--- src/rtl/cbq_pkg.sv ---
// Package of the cascaded biquad decimator: sizes, operation codes, types and
// the fixed-point rounding helpers. Depends on nothing.
`default_nettype none

package cbq_pkg;

  localparam int MAX_SECTIONS = 8;
  localparam int SAMPLE_BITS  = 24;
  localparam int COEF_BITS    = 24;
  localparam int DELAY_BITS   = 32;
  localparam int SLOTS        = 5;
  localparam int PROD_BITS    = COEF_BITS + DELAY_BITS;
  localparam int ACC_BITS     = 64;

  localparam int SEC_W      = (MAX_SECTIONS > 1) ? $clog2(MAX_SECTIONS) : 1;
  localparam int DLY_AW     = SEC_W + 1;
  localparam int DLY_DEPTH  = 2 * MAX_SECTIONS;
  localparam int COEF_DEPTH = SLOTS * MAX_SECTIONS;
  localparam int COEF_AW    = $clog2(COEF_DEPTH);
  localparam int X_SHIFT    = 46 - SAMPLE_BITS;
  localparam int CFG_AW     = 3;
  localparam int DEC_MAX    = 16;

  localparam logic [1:0] OP_SAMPLE = 2'd0;
  localparam logic [1:0] OP_COEF   = 2'd1;
  localparam logic [1:0] OP_CLEAR  = 2'd2;

  localparam logic [2:0] SLOT_B0 = 3'd0;
  localparam logic [2:0] SLOT_B1 = 3'd1;
  localparam logic [2:0] SLOT_B2 = 3'd2;
  localparam logic [2:0] SLOT_A1 = 3'd3;
  localparam logic [2:0] SLOT_A2 = 3'd4;

  localparam logic signed [ACC_BITS-1:0] RND_Q45 = 64'sd1 <<< 21;
  localparam logic signed [ACC_BITS-1:0] W_MAX   = 64'sd2147483647;
  localparam logic signed [ACC_BITS-1:0] W_MIN   = -64'sd2147483648;

  localparam int OUT_RSH = (SAMPLE_BITS < 24) ? 24 - SAMPLE_BITS : 0;
  localparam int OUT_LSH = (SAMPLE_BITS > 24) ? SAMPLE_BITS - 24 : 0;
  localparam logic signed [ACC_BITS-1:0] OUT_RND = (64'sd1 <<< OUT_RSH) >>> 1;
  localparam logic signed [ACC_BITS-1:0] OUT_MAX = (64'sd1 <<< (SAMPLE_BITS - 1)) - 64'sd1;
  localparam logic signed [ACC_BITS-1:0] OUT_MIN = -OUT_MAX - 64'sd1;

  typedef struct packed {
    logic [1:0]                    operation;
    logic signed [SAMPLE_BITS-1:0] in_sample;
    logic [2:0]                    coef_section;
    logic [2:0]                    coef_slot;
    logic signed [COEF_BITS-1:0]   coef_value;
  } item_t;

  typedef struct packed {
    logic [4:0] decimation_factor;
    logic [3:0] active_sections;
  } cfg_t;

  typedef struct packed {
    logic                          valid;
    logic signed [SAMPLE_BITS-1:0] sample;
  } res_t;

  function automatic logic [COEF_AW-1:0] coef_addr(input int unsigned sec,
                                                   input logic [2:0] slot);
    return COEF_AW'(sec * SLOTS + int'(slot));
  endfunction

  // Q.45 accumulator to Q.23 delay word, round half up, then saturate.
  function automatic logic signed [DELAY_BITS-1:0] round_q45(
      input logic signed [ACC_BITS-1:0] acc);
    logic signed [ACC_BITS-1:0] t;
    t = (acc + RND_Q45) >>> 22;
    if (t > W_MAX) begin
      t = W_MAX;
    end else if (t < W_MIN) begin
      t = W_MIN;
    end
    return DELAY_BITS'(t);
  endfunction

  // Q9.23 section output to the output sample format, saturated.
  function automatic logic signed [SAMPLE_BITS-1:0] to_out(
      input logic signed [DELAY_BITS-1:0] y);
    logic signed [ACC_BITS-1:0] t;
    t = ((ACC_BITS'(y) + OUT_RND) >>> OUT_RSH) <<< OUT_LSH;
    if (t > OUT_MAX) begin
      t = OUT_MAX;
    end else if (t < OUT_MIN) begin
      t = OUT_MIN;
    end
    return SAMPLE_BITS'(t);
  endfunction

endpackage

`default_nettype wire

--- src/rtl/cbq_if.sv ---
// Valid/ready channel interfaces for the input items and the result items.
// Depends on cbq_pkg for the payload widths.
`default_nettype none

interface cbq_item_if;
  logic                                   valid;
  logic                                   ready;
  logic [1:0]                             operation;
  logic signed [cbq_pkg::SAMPLE_BITS-1:0] in_sample;
  logic [2:0]                             coef_section;
  logic [2:0]                             coef_slot;
  logic signed [cbq_pkg::COEF_BITS-1:0]   coef_value;

  modport source (output valid, operation, in_sample, coef_section, coef_slot, coef_value,
                  input ready);
  modport sink (input valid, operation, in_sample, coef_section, coef_slot, coef_value,
                output ready);
endinterface

interface cbq_result_if;
  logic                                   valid;
  logic                                   ready;
  logic signed [cbq_pkg::SAMPLE_BITS-1:0] out_sample;

  modport source (output valid, out_sample, input ready);
  modport sink (input valid, out_sample, output ready);
endinterface

`default_nettype wire

--- src/rtl/cbq_core.sv ---
// Filter engine: delay and coefficient memories, one shared multiplier and the
// section sequencer with the decimation phase. Depends on cbq_pkg.
`default_nettype none

module cbq_core (
  input  wire logic          clk,
  input  wire logic          rst,
  input  wire logic          start,
  input  wire cbq_pkg::item_t item,
  input  wire cbq_pkg::cfg_t  cfg,
  input  wire logic          out_free,
  output logic               idle,
  output cbq_pkg::res_t      res
);

  localparam logic [1:0] ST_IDLE   = 2'd0;
  localparam logic [1:0] ST_RUN    = 2'd1;
  localparam logic [1:0] ST_FINISH = 2'd2;
  localparam logic [1:0] ST_OUT    = 2'd3;

  localparam logic [2:0] K_FETCH  = 3'd0;
  localparam logic [2:0] K_MUL_A1 = 3'd1;
  localparam logic [2:0] K_MUL_A2 = 3'd2;
  localparam logic [2:0] K_MUL_B1 = 3'd3;
  localparam logic [2:0] K_MUL_B2 = 3'd4;
  localparam logic [2:0] K_MUL_B0 = 3'd5;
  localparam logic [2:0] K_SUM    = 3'd6;

  logic [1:0]                               state;
  logic [2:0]                               step;
  logic [cbq_pkg::SEC_W-1:0]                sec;
  logic [3:0]                               phase;

  logic signed [cbq_pkg::SAMPLE_BITS-1:0]   x_in;
  logic signed [cbq_pkg::DELAY_BITS-1:0]    w1, w2, w, y;
  logic signed [cbq_pkg::PROD_BITS-1:0]     prod, mul_p;
  logic signed [cbq_pkg::ACC_BITS-1:0]      acc, accy, x45;
  logic signed [cbq_pkg::DELAY_BITS-1:0]    mul_b;

  logic signed [cbq_pkg::DELAY_BITS-1:0]    dmem [cbq_pkg::DLY_DEPTH];
  logic [cbq_pkg::DLY_DEPTH-1:0]            dvalid;
  logic signed [cbq_pkg::COEF_BITS-1:0]     cmem [cbq_pkg::COEF_DEPTH];

  logic signed [cbq_pkg::DELAY_BITS-1:0]    dq_raw, dq, d_wdata;
  logic                                     dv, d_we, c_we, clear;
  logic signed [cbq_pkg::COEF_BITS-1:0]     cq;
  logic [cbq_pkg::DLY_AW-1:0]               d_raddr, d_waddr;
  logic [cbq_pkg::COEF_AW-1:0]              c_raddr, c_waddr;
  logic [2:0]                               rd_slot;

  logic [4:0]                               nsec_c, dec_c, phase_inc;
  logic [cbq_pkg::SEC_W-1:0]                last_sec;
  logic                                     emit_due;

  always_comb begin
    nsec_c = {1'b0, cfg.active_sections};
    if (nsec_c == 5'd0) begin
      nsec_c = 5'd1;
    end else if (nsec_c > 5'(cbq_pkg::MAX_SECTIONS)) begin
      nsec_c = 5'(cbq_pkg::MAX_SECTIONS);
    end
    last_sec = cbq_pkg::SEC_W'(nsec_c - 5'd1);

    dec_c = cfg.decimation_factor;
    if (dec_c == 5'd0) begin
      dec_c = 5'd1;
    end else if (dec_c > 5'(cbq_pkg::DEC_MAX)) begin
      dec_c = 5'(cbq_pkg::DEC_MAX);
    end
    phase_inc = {1'b0, phase} + 5'd1;
    emit_due  = !(phase_inc < dec_c);
  end

  assign idle = (state == ST_IDLE);
  assign res.valid  = (state == ST_OUT) && emit_due && out_free;
  assign res.sample = cbq_pkg::to_out(y);

  // Item decode for the coefficient-write and clear operations.
  assign clear   = start && (item.operation == cbq_pkg::OP_CLEAR);
  assign c_we    = start && (item.operation == cbq_pkg::OP_COEF) &&
                   (item.coef_slot <= cbq_pkg::SLOT_A2) &&
                   (int'(item.coef_section) < cbq_pkg::MAX_SECTIONS);
  assign c_waddr = cbq_pkg::coef_addr(int'(item.coef_section), item.coef_slot);

  // Read schedule: each step fetches the coefficient used by the next step.
  always_comb begin
    case (step)
      K_FETCH:  rd_slot = cbq_pkg::SLOT_A1;
      K_MUL_A1: rd_slot = cbq_pkg::SLOT_A2;
      K_MUL_A2: rd_slot = cbq_pkg::SLOT_B1;
      K_MUL_B1: rd_slot = cbq_pkg::SLOT_B2;
      default:  rd_slot = cbq_pkg::SLOT_B0;
    endcase
  end

  assign c_raddr = cbq_pkg::coef_addr(int'(sec), rd_slot);
  assign d_raddr = {sec, (step == K_MUL_A1)};

  // The old w1 moves to the w2 slot, and the new w lands in the w1 slot.
  assign d_we    = (state == ST_RUN) && ((step == K_MUL_A2) || (step == K_MUL_B0));
  assign d_waddr = {sec, (step == K_MUL_A2)};
  assign d_wdata = (step == K_MUL_A2) ? w1 : w;

  assign dq = dv ? dq_raw : '0;

  always_comb begin
    case (step)
      K_MUL_A1, K_MUL_A2: mul_b = dq;
      K_MUL_B1:           mul_b = w1;
      K_MUL_B2:           mul_b = w2;
      default:            mul_b = w;
    endcase
  end

  assign mul_p = cbq_pkg::PROD_BITS'(cq) * cbq_pkg::PROD_BITS'(mul_b);
  assign x45   = (sec == '0) ? (cbq_pkg::ACC_BITS'(x_in) <<< cbq_pkg::X_SHIFT)
                             : (cbq_pkg::ACC_BITS'(y) <<< 22);

  always_ff @(posedge clk) begin
    dq_raw <= dmem[d_raddr];
    dv     <= dvalid[d_raddr];
    cq     <= cmem[c_raddr];
    if (d_we) begin
      dmem[d_waddr] <= d_wdata;
    end
    if (c_we) begin
      cmem[c_waddr] <= item.coef_value;
    end
  end

  always_ff @(posedge clk) begin
    if (rst) begin
      dvalid <= '0;
    end else if (clear) begin
      dvalid <= '0;
    end else if (d_we) begin
      dvalid[d_waddr] <= 1'b1;
    end
  end

  always_ff @(posedge clk) begin
    if (start && (item.operation == cbq_pkg::OP_SAMPLE)) begin
      x_in <= item.in_sample;
    end
    if (state == ST_RUN) begin
      prod <= mul_p;
      case (step)
        K_FETCH: begin
          if (sec != '0) begin
            y <= cbq_pkg::round_q45(accy);
          end
        end
        K_MUL_A1: begin
          w1 <= dq;
        end
        K_MUL_A2: begin
          w2  <= dq;
          acc <= x45 - cbq_pkg::ACC_BITS'(prod);
        end
        K_MUL_B1: begin
          acc <= acc - cbq_pkg::ACC_BITS'(prod);
        end
        K_MUL_B2: begin
          w    <= cbq_pkg::round_q45(acc);
          accy <= cbq_pkg::ACC_BITS'(prod);
        end
        K_MUL_B0, K_SUM: begin
          accy <= accy + cbq_pkg::ACC_BITS'(prod);
        end
        default: begin
        end
      endcase
    end else if (state == ST_FINISH) begin
      y <= cbq_pkg::round_q45(accy);
    end
  end

  always_ff @(posedge clk) begin
    if (rst) begin
      state <= ST_IDLE;
      step  <= K_FETCH;
      sec   <= '0;
      phase <= '0;
    end else begin
      case (state)
        ST_IDLE: begin
          if (clear) begin
            phase <= '0;
          end
          if (start && (item.operation == cbq_pkg::OP_SAMPLE)) begin
            state <= ST_RUN;
            step  <= K_FETCH;
            sec   <= '0;
          end
        end
        ST_RUN: begin
          if (step == K_SUM) begin
            step <= K_FETCH;
            if (sec == last_sec) begin
              state <= ST_FINISH;
            end else begin
              sec <= sec + 1'b1;
            end
          end else begin
            step <= step + 3'd1;
          end
        end
        ST_FINISH: begin
          state <= ST_OUT;
        end
        ST_OUT: begin
          if (!emit_due) begin
            phase <= phase_inc[3:0];
            state <= ST_IDLE;
          end else if (out_free) begin
            phase <= '0;
            state <= ST_IDLE;
          end
        end
        default: begin
          state <= ST_IDLE;
        end
      endcase
    end
  end

endmodule

`default_nettype wire

--- src/rtl/cascaded_biquad_iir_decimator.sv ---
// A sample runs the steps of every active section, then the finish and output states; the
// input is not ready until the core is idle again. The shared multiplier does five products
// per section. Coefficient writes, clears and unused operations leave the core idle.
// Reset returns the control, the phase and the registers to their defaults and marks
// all delays as zero; the coefficient memory keeps no reset value.
`default_nettype none

module cascaded_biquad_iir_decimator (
  input  wire logic                        clk,
  input  wire logic                        rst,
  input  wire logic                        psel,
  input  wire logic                        penable,
  input  wire logic                        pwrite,
  input  wire logic [cbq_pkg::CFG_AW-1:0]  paddr,
  input  wire logic [31:0]                 pwdata,
  output logic [31:0]                      prdata,
  output logic                             pready,
  cbq_item_if.sink                         item,
  cbq_result_if.source                     result
);

  localparam logic REG_DEC = 1'b0;
  localparam logic REG_SEC = 1'b1;

  logic [4:0]     decimation_factor;
  logic [3:0]     active_sections;
  logic           cfg_wr, core_idle, start, out_free;
  cbq_pkg::item_t item_data;
  cbq_pkg::cfg_t  cfg;
  cbq_pkg::res_t  res;

  assign pready = 1'b1;
  assign cfg_wr = psel && penable && pwrite;
  assign prdata = (paddr[cbq_pkg::CFG_AW-1] == REG_SEC) ? 32'(active_sections)
                                                        : 32'(decimation_factor);

  always_ff @(posedge clk) begin
    if (rst) begin
      decimation_factor <= 5'd4;
      active_sections   <= 4'd8;
    end else if (cfg_wr) begin
      if (paddr[cbq_pkg::CFG_AW-1] == REG_DEC) begin
        decimation_factor <= pwdata[4:0];
      end else begin
        active_sections <= pwdata[3:0];
      end
    end
  end

  assign cfg.decimation_factor = decimation_factor;
  assign cfg.active_sections   = active_sections;

  assign item_data.operation    = item.operation;
  assign item_data.in_sample    = item.in_sample;
  assign item_data.coef_section = item.coef_section;
  assign item_data.coef_slot    = item.coef_slot;
  assign item_data.coef_value   = item.coef_value;

  assign item.ready = core_idle;
  assign start      = item.valid && core_idle;
  assign out_free   = !result.valid || result.ready;

  cbq_core u_core (
    .clk      (clk),
    .rst      (rst),
    .start    (start),
    .item     (item_data),
    .cfg      (cfg),
    .out_free (out_free),
    .idle     (core_idle),
    .res      (res)
  );

  always_ff @(posedge clk) begin
    if (rst) begin
      result.valid <= 1'b0;
    end else if (res.valid) begin
      result.valid <= 1'b1;
    end else if (result.ready) begin
      result.valid <= 1'b0;
    end
  end

  always_ff @(posedge clk) begin
    if (res.valid) begin
      result.out_sample <= res.sample;
    end
  end

endmodule

`default_nettype wire

--- src/flat_wrapper.sv ---
// flat-port wrapper written by rule: the top's interface ports become plain ports
module cascaded_biquad_iir_decimator_flat 
  (clk, rst, psel, penable, pwrite, paddr, pwdata, prdata, pready, item_valid, item_operation, item_in_sample, item_coef_section, item_coef_slot, item_coef_value, item_ready, result_valid, result_out_sample, result_ready);
  cbq_item_if item_i ();
  cbq_result_if result_i ();
  input  wire logic clk;
  input  wire logic rst;
  input  wire logic psel;
  input  wire logic penable;
  input  wire logic pwrite;
  input  wire logic [cbq_pkg::CFG_AW-1:0] paddr;
  input  wire logic [31:0] pwdata;
  output logic [31:0] prdata;
  output logic pready;
  input wire logic [$bits(item_i.valid)-1:0] item_valid;
  input wire logic [$bits(item_i.operation)-1:0] item_operation;
  input wire logic [$bits(item_i.in_sample)-1:0] item_in_sample;
  input wire logic [$bits(item_i.coef_section)-1:0] item_coef_section;
  input wire logic [$bits(item_i.coef_slot)-1:0] item_coef_slot;
  input wire logic [$bits(item_i.coef_value)-1:0] item_coef_value;
  output wire logic [$bits(item_i.ready)-1:0] item_ready;
  output wire logic [$bits(result_i.valid)-1:0] result_valid;
  output wire logic [$bits(result_i.out_sample)-1:0] result_out_sample;
  input wire logic [$bits(result_i.ready)-1:0] result_ready;
  assign item_i.valid = item_valid;
  assign item_i.operation = item_operation;
  assign item_i.in_sample = item_in_sample;
  assign item_i.coef_section = item_coef_section;
  assign item_i.coef_slot = item_coef_slot;
  assign item_i.coef_value = item_coef_value;
  assign item_ready = item_i.ready;
  assign result_valid = result_i.valid;
  assign result_out_sample = result_i.out_sample;
  assign result_i.ready = result_ready;
  cascaded_biquad_iir_decimator u_core (.clk(clk), .rst(rst), .psel(psel), .penable(penable), .pwrite(pwrite), .paddr(paddr), .pwdata(pwdata), .prdata(prdata), .pready(pready), .item(item_i), .result(result_i));
endmodule
--- config.mk ---
export PLATFORM = sky130hd
export DESIGN_NAME = cascaded_biquad_iir_decimator_flat
export DESIGN_NICKNAME = d
export VERILOG_FILES = /design/src/rtl/cbq_pkg.sv /design/src/rtl/cbq_if.sv /design/src/rtl/cbq_core.sv /design/src/rtl/cascaded_biquad_iir_decimator.sv /design/src/flat_wrapper.sv
export SDC_FILE = /design/constraint.sdc
export NUM_CORES = 2
export LEC_CHECK = 0
export BUFFER_PORTS_ARGS = -buffer_cell sky130_fd_sc_hd__buf_2
export CAP_MARGIN = 20
export CORE_MARGIN = 1.5
export CORE_UTILIZATION = 40
export CTS_BUF_LIST = sky130_fd_sc_hd__clkbuf_8 sky130_fd_sc_hd__clkbuf_16
export CTS_CLUSTER_DIAMETER = 50
export DETAILED_ROUTE_END_ITERATION = 6
export SLEW_MARGIN = 20
export SYNTH_ARGS = -nofsm -noshare
export SYNTH_HDL_FRONTEND = slang
export SYNTH_SLANG_ARGS = --single-unit
--- constraint.sdc ---
create_clock -name clk -period 9.65 [get_ports clk]
set_clock_uncertainty 0.05 [all_clocks]
set_input_delay 0.965 -clock clk [delete_from_list [all_inputs] [get_ports clk]]
set_output_delay 0.965 -clock clk [all_outputs]
set_load 0.005 [all_outputs]
Yosys cells after proc, flatten, opt, wreduce, memory -nomap -nowiden --
Memory sizes are Yosys's and may differ from the RTL's. A register that Yosys moved wholly into a read port is not among the register bits. Cells that the tools add are included.
Storage, ports and cells: input port bits 98, memories kept 2, word-level logic and storage cells 158, memory bits (writable) 1472, flip-flop bits (word level) 399, output and inout port bits 59
Memories:
- u_core.u_core.cmem | depth 40, width 24, rd ports 1, clocked after Yosys merged registers in 1, write ports 1, line cbq_core.sv:42 | logic signed [cbq_pkg::COEF_BITS-1:0] cmem [cbq_pkg::COEF_DEPTH];
- u_core.u_core.dmem | depth 16, width 32, rd ports 1, clocked after Yosys merged registers in 1, write ports 1, line cbq_core.sv:40 | logic signed [cbq_pkg::DELAY_BITS-1:0] dmem [cbq_pkg::DLY_DEPTH];
Operators by class: equality and inequality tests 20, $lt $le $gt $ge 13, multiply operators 3, add/sub/neg operators 11, bitwise logic cells 2, muxes and demuxes 46, reductions and logical operators 43
Operator list (number):
- 32-bit two-way mux | 9
- 64-bit one-hot mux with 2 select lines | 2
- 64-bit by 23-bit adder with 64-bit output, second input constant | 2
- 64-bit by 56-bit subtractor with 64-bit output | 2
- 32-bit one-hot mux with 3 select lines | 1
- 42-bit by 32-bit greater-than comparator with 1-bit output, second input constant | 2
- 42-bit by 32-bit less-than comparator with 1-bit output, second input constant | 2
- 64-bit by 56-bit adder with 64-bit output | 1
- 64-bit two-way mux | 1
- 24-bit by 32-bit multiplier with 56-bit output | 1
- 32-bit by 24-bit greater-than comparator with 1-bit output, second input constant | 1
- 32-bit by 24-bit less-than comparator with 1-bit output, second input constant | 1
- 24-bit two-way mux | 1
- 3-bit two-way mux | 6
- 16-bit OR | 1
- 2-bit AND reduction | 8
- 5-bit two-way mux | 3
- 6-bit by 3-bit adder with 6-bit output | 2
- 3-bit by 3-bit multiplier with 6-bit output, second input constant | 2
- 4-bit two-way mux | 3
- 3-bit one-hot mux with 2 select lines | 2
- 3-bit one-hot mux with 4 select lines | 1
- 2-bit nonzero test | 6
- 1-bit logical AND | 11
- other kinds (35) | 67

Logic depth before layout (Yosys ltp) --
depth after elaboration 8, depth in mapped cells 37

Cells and area by module --
From an unflattened synthesis, not the netlist that was laid out.
Second synthesis, totals: cells, all modules 7843, area, all modules 109351.1 sq um
Modules (own cells, without submodules):
- cbq_core | times used 1, area an instance 107914.7 sq um, cells each 7740
- cascaded_biquad_iir_decimator | times used 1, area an instance 1436.4 sq um, cells each 103

Least setup slack after synthesis --
No wires, ideal clock.
kind flip-flop to flip-flop, from register u_core.u_core.step[1], to register u_core.u_core.prod[54] (netlist name), data pin, data required time 9.335 ns, stages on the path, launching flop included 34, arrival time 8.528 ns, path buffers 4, slack 0.806 ns, path through dfxtp_1 buf_2 nor2b_1 nand2_1 nand2_1 or3_1 clkbuf_1 clkbuf_1 nor2_1 a31oi_1 clkbuf_1 nand2_1 fa_1 fa_1 fa_1 fa_1 inv_1 fa_1 fa_1 inv_1 fa_1 inv_1 ha_1 a21o_1 a21o_1 a21oi_1 o21ai_0 a21o_1 o21a_1 a31o_2 a41o_1 a311oi_1 o21ai_0 xor2_1
Between the ends: word-level cells in the longest chain between the ends 4, elaborated cells between the ends (all ways) 7, classes of those cells mul: 1; eq/ne: 4; mux: 1; reduce/logical: 1
Ends and longest elaborated chain:
- start, declared | line cbq_core.sv:30 | logic [2:0] step;
- start signal, assigned | line cbq_core.sv:205 | step <= step + 3'd1;
- 3-bit by 1-bit == test with 1-bit output / 3-bit by 2-bit == test with 1-bit output (equally long branches) | line cbq_core.sv:107 | case (step)
- 2-bit OR reduction | line cbq_core.sv:107
- 32-bit one-hot mux with 3 select lines * | line cbq_core.sv:107
- 24-bit by 32-bit multiplier with 56-bit output * | line cbq_core.sv:115 | assign mul_p = cbq_pkg::PROD_BITS'(cq) * cbq_pkg::PROD_BITS'(mul_b);
- net u_core.u_core.mul_p (one bit) | line cbq_core.sv:36 | logic signed [cbq_pkg::PROD_BITS-1:0] prod, mul_p;
- end signal, assigned | line cbq_core.sv:146 | prod <= mul_p;
- end, declared | line cbq_core.sv:36
The timed path passes the listed nets; every way through them passes the cells marked *. A chain may end at the register's enable or synchronous reset.

Final worst setup path --
from register u_core.u_core.step[2], to register u_core.u_core.prod[54] (netlist name), data pin
The elaborated chain is that of the path after synthesis.

==> qor.txt <==
status - complete, but fails checks
failing checks - design-rule violations
Site Rows - 192
commonest non-fill, non-tap cell in the layout - edfxtp_1
Placed Cells - 11400
post-synthesis cell count - 7946
Layout fillers - 23900
worst min path class - input port to flop
most common flop cell mapped by yosys - edfxtp_1
Clock transition at path regs - 0.06 ns
max_cap viols - 0
largest net degree at the start of global routing - 113
Clock Sinks - 1927
area of the multi-input gates - 48500 sq um
Setup crit end kind - flop
#FFs+latches synth - 1927
Setup Viol. Count Final - 0
number of port buffers - 99
top cell type's share of synthesized area - 50.0%
core area - 274000 sq um
synthesized area - 110000 sq um
vias in the first global route - 67700
first-pass GRT wire length - 422 mm
Peak Freq - 108 MHz
critical path startpoint - u_core.u_core.step[2]
leading post-synthesis cells by cell area - edfxtp_1 (50%), fa_1 (14%), mux4_2 (9.3%)
Pre-antenna DRT Iters - 7
Via Count - 65000
clock latency on the worst-skew pair - 0.90 ns
cts hold-fix bufs - 0
Crit path required time - 10.21 ns
most frequent cells in the layout - edfxtp_1 (1832), inv_1 (993), nand2_1 (794), fa_1 (786), mux4_2 (453)
crit path DAT - 9.84 ns
Syn Area/Cell - 13.8 sq um
Register Area - 56900 sq um
Area Overhead vs Synth - 12.3%
Crit path top cell by count - fa_1
Total GRT Usage - 20.0%
r2r startpoint - u_core.u_core.step[2]
chip width - 527 um
DRT Wirelength - 278 mm
register area share after synthesis - 51.7%
share of cells above drive strength 1 - 15.9%
TritonCTS Buffers - 231
# IOs - 157
slowest stage cell on the critical path - fa_1
Crit Path Max Fanout - 24
DP HPWL - 185 mm
Non-Filler Instances - 11900
Starting Density - 40.2%
DRC Markers - 2
initial antenna violation count - 11
GPL Wtd Cong - 0.904
yosys warns - 0
fin crit period - 9.28 ns
slowest cell delay on critical path - 0.55 ns
critical setup path kind - flop to flop
hold path start - item_in_sample[13]
H-tree depth - 4
Rel. slew slack - 19.7%
clock root buffer - clkbuf_16
Final Cycle Share - 96.1%
number of flops mapped to enable cells by yosys - 1832
vias per cell - 5.47
wire length per cell - 23.4 um
Hold Vio Cnt, Final - 0
max-slew violations - 0
Least-Margin Pin Slew - 1.19 ns
CTS tree - done
ys async rst share - 0%
Synth area leader - edfxtp_1
clk buf depth - 4
nets - 9277
crit start category - flop
DRT antenna net count - 0
library cells used by synthesis - 93
gr ovfl total - 0
die area - 278000 sq um
Detailed Route Iter0 Violations - 5147
Die Ht - 527 um
## synthesized netlist by cell type (6+ instances only)
cell	count
buf_2	15
dfxtp_1	95
buf_6	6
a221oi_1	8
mux4_2	453
mux2_2	32
nor3b_1	6
or2_2	7
a21oi_1	235
inv_1	948
nor3_1	46
a22oi_1	33
a211oi_1	16
and3_1	44
o31ai_1	13
o211ai_1	14
xor2_1	108
a21o_1	103
buf_1	35
nand4_1	60
ha_1	309
o21ai_2	30
o21ai_0	241
fa_1	787
clkbuf_1	315
xnor2_1	156
nor4_1	8
mux2i_1	56
and4_1	8
o21bai_1	43
nand3_1	91
nor2b_1	46
nand2_1	794
edfxtp_1	1832
nand2b_1	36
nor2_1	248
buf_4	28
o21a_1	59
and2_1	413
or4_1	8
a31oi_1	46
o21ai_1	12
## kinds of logic after synthesis
logic type,share of synthesized area (%)
other cells,0.00683
mux,10.1
simple gates,8.10
fa+ha+maj,17.8
buf+inv,4.76
flops,51.7
compound gates,5.33
xor+xnor,2.10
## repair_timing
item / 4_1_cts / 5_1_grt
buffers inserted: 0 / 0
resized for setup: 0 / 6
endpoints found under the setup margin: 0 / 8
## worst max-delay path, delay by kind of cell (launching register included)
family | cells | cell delay (ns)
buffers and inverters | 7 | 0.84
AOI/OAI and AO/OA | 11 | 2.42
adders and majority gates | 8 | 3.97
DFF | 1 | 0.47
xor gates and xnor gates | 1 | 0.17
and+or+nand+nor | 5 | 1.05
## state kept, by name (all words and copies together), names as in the netlist, 24 cells and up
name and count:
u_core.u_core.w2 32, u_core.u_core.cq 24, u_core.u_core.w1 32, u_core.u_core.cmem 960, u_core.u_core.prod 56, u_core.result.out_sample 24, u_core.u_core.x_in 24, u_core.u_core.dq_raw 32
u_core.u_core.dmem 512, u_core.u_core.w 32, u_core.u_core.y 32, u_core.u_core.acc 64, u_core.u_core.accy 64
## per-layer routing
layer | global-route usage (%) | wire, um
met3 | 2.87 | 17800
met4 | 4.98 | 6990
met2 | 32.8 | 132000
met5 | 0 | 29
met1 | 28.0 | 121000
## final cells by class
cell class	count	share of cell area [%]
sequential	1927	46.1
multi-input combinational	4695	39.2
clock buffer	243	4.82
tap	3589	3.64
inverter	951	2.90
clock inverter	190	1.66
timing repair buffer	277	1.64
antenna	6	0.0122
## stage by stage
stage	TNS (ns)	cell area, sq um	setup slack, ns	hold slack, ns	util [%]
5_1_grt	-0.00878	123000	-0.00736	0.191	45.1
4_1_cts	0	123000	0.157	0.160	45.1
2_1_floorplan	0	110000	0.806	0.385	-
3_3_place_gp	0	115000	0.294	0.391	42.2
6_report	0	124000	0.373	0.227	45.1
3_5_place_dp	0	115000	0.173	0.403	42.2
## worst paths after layout
check | endpoint | slack, ns | depth (start not counted)
setup / recovery | u_core.u_core.prod[54] | 0.37 | 32
hold / removal | u_core.u_core.x_in[13] | 0.23 | 1
setup reg to reg | u_core.u_core.prod[54] | 0.37 | 32
hold reg to reg | u_core.u_core.dvalid[1] | 0.41 | 1
Power is not shown: default switching activity piles up to over one toggle a cycle in this logic, so the estimate is an artifact.
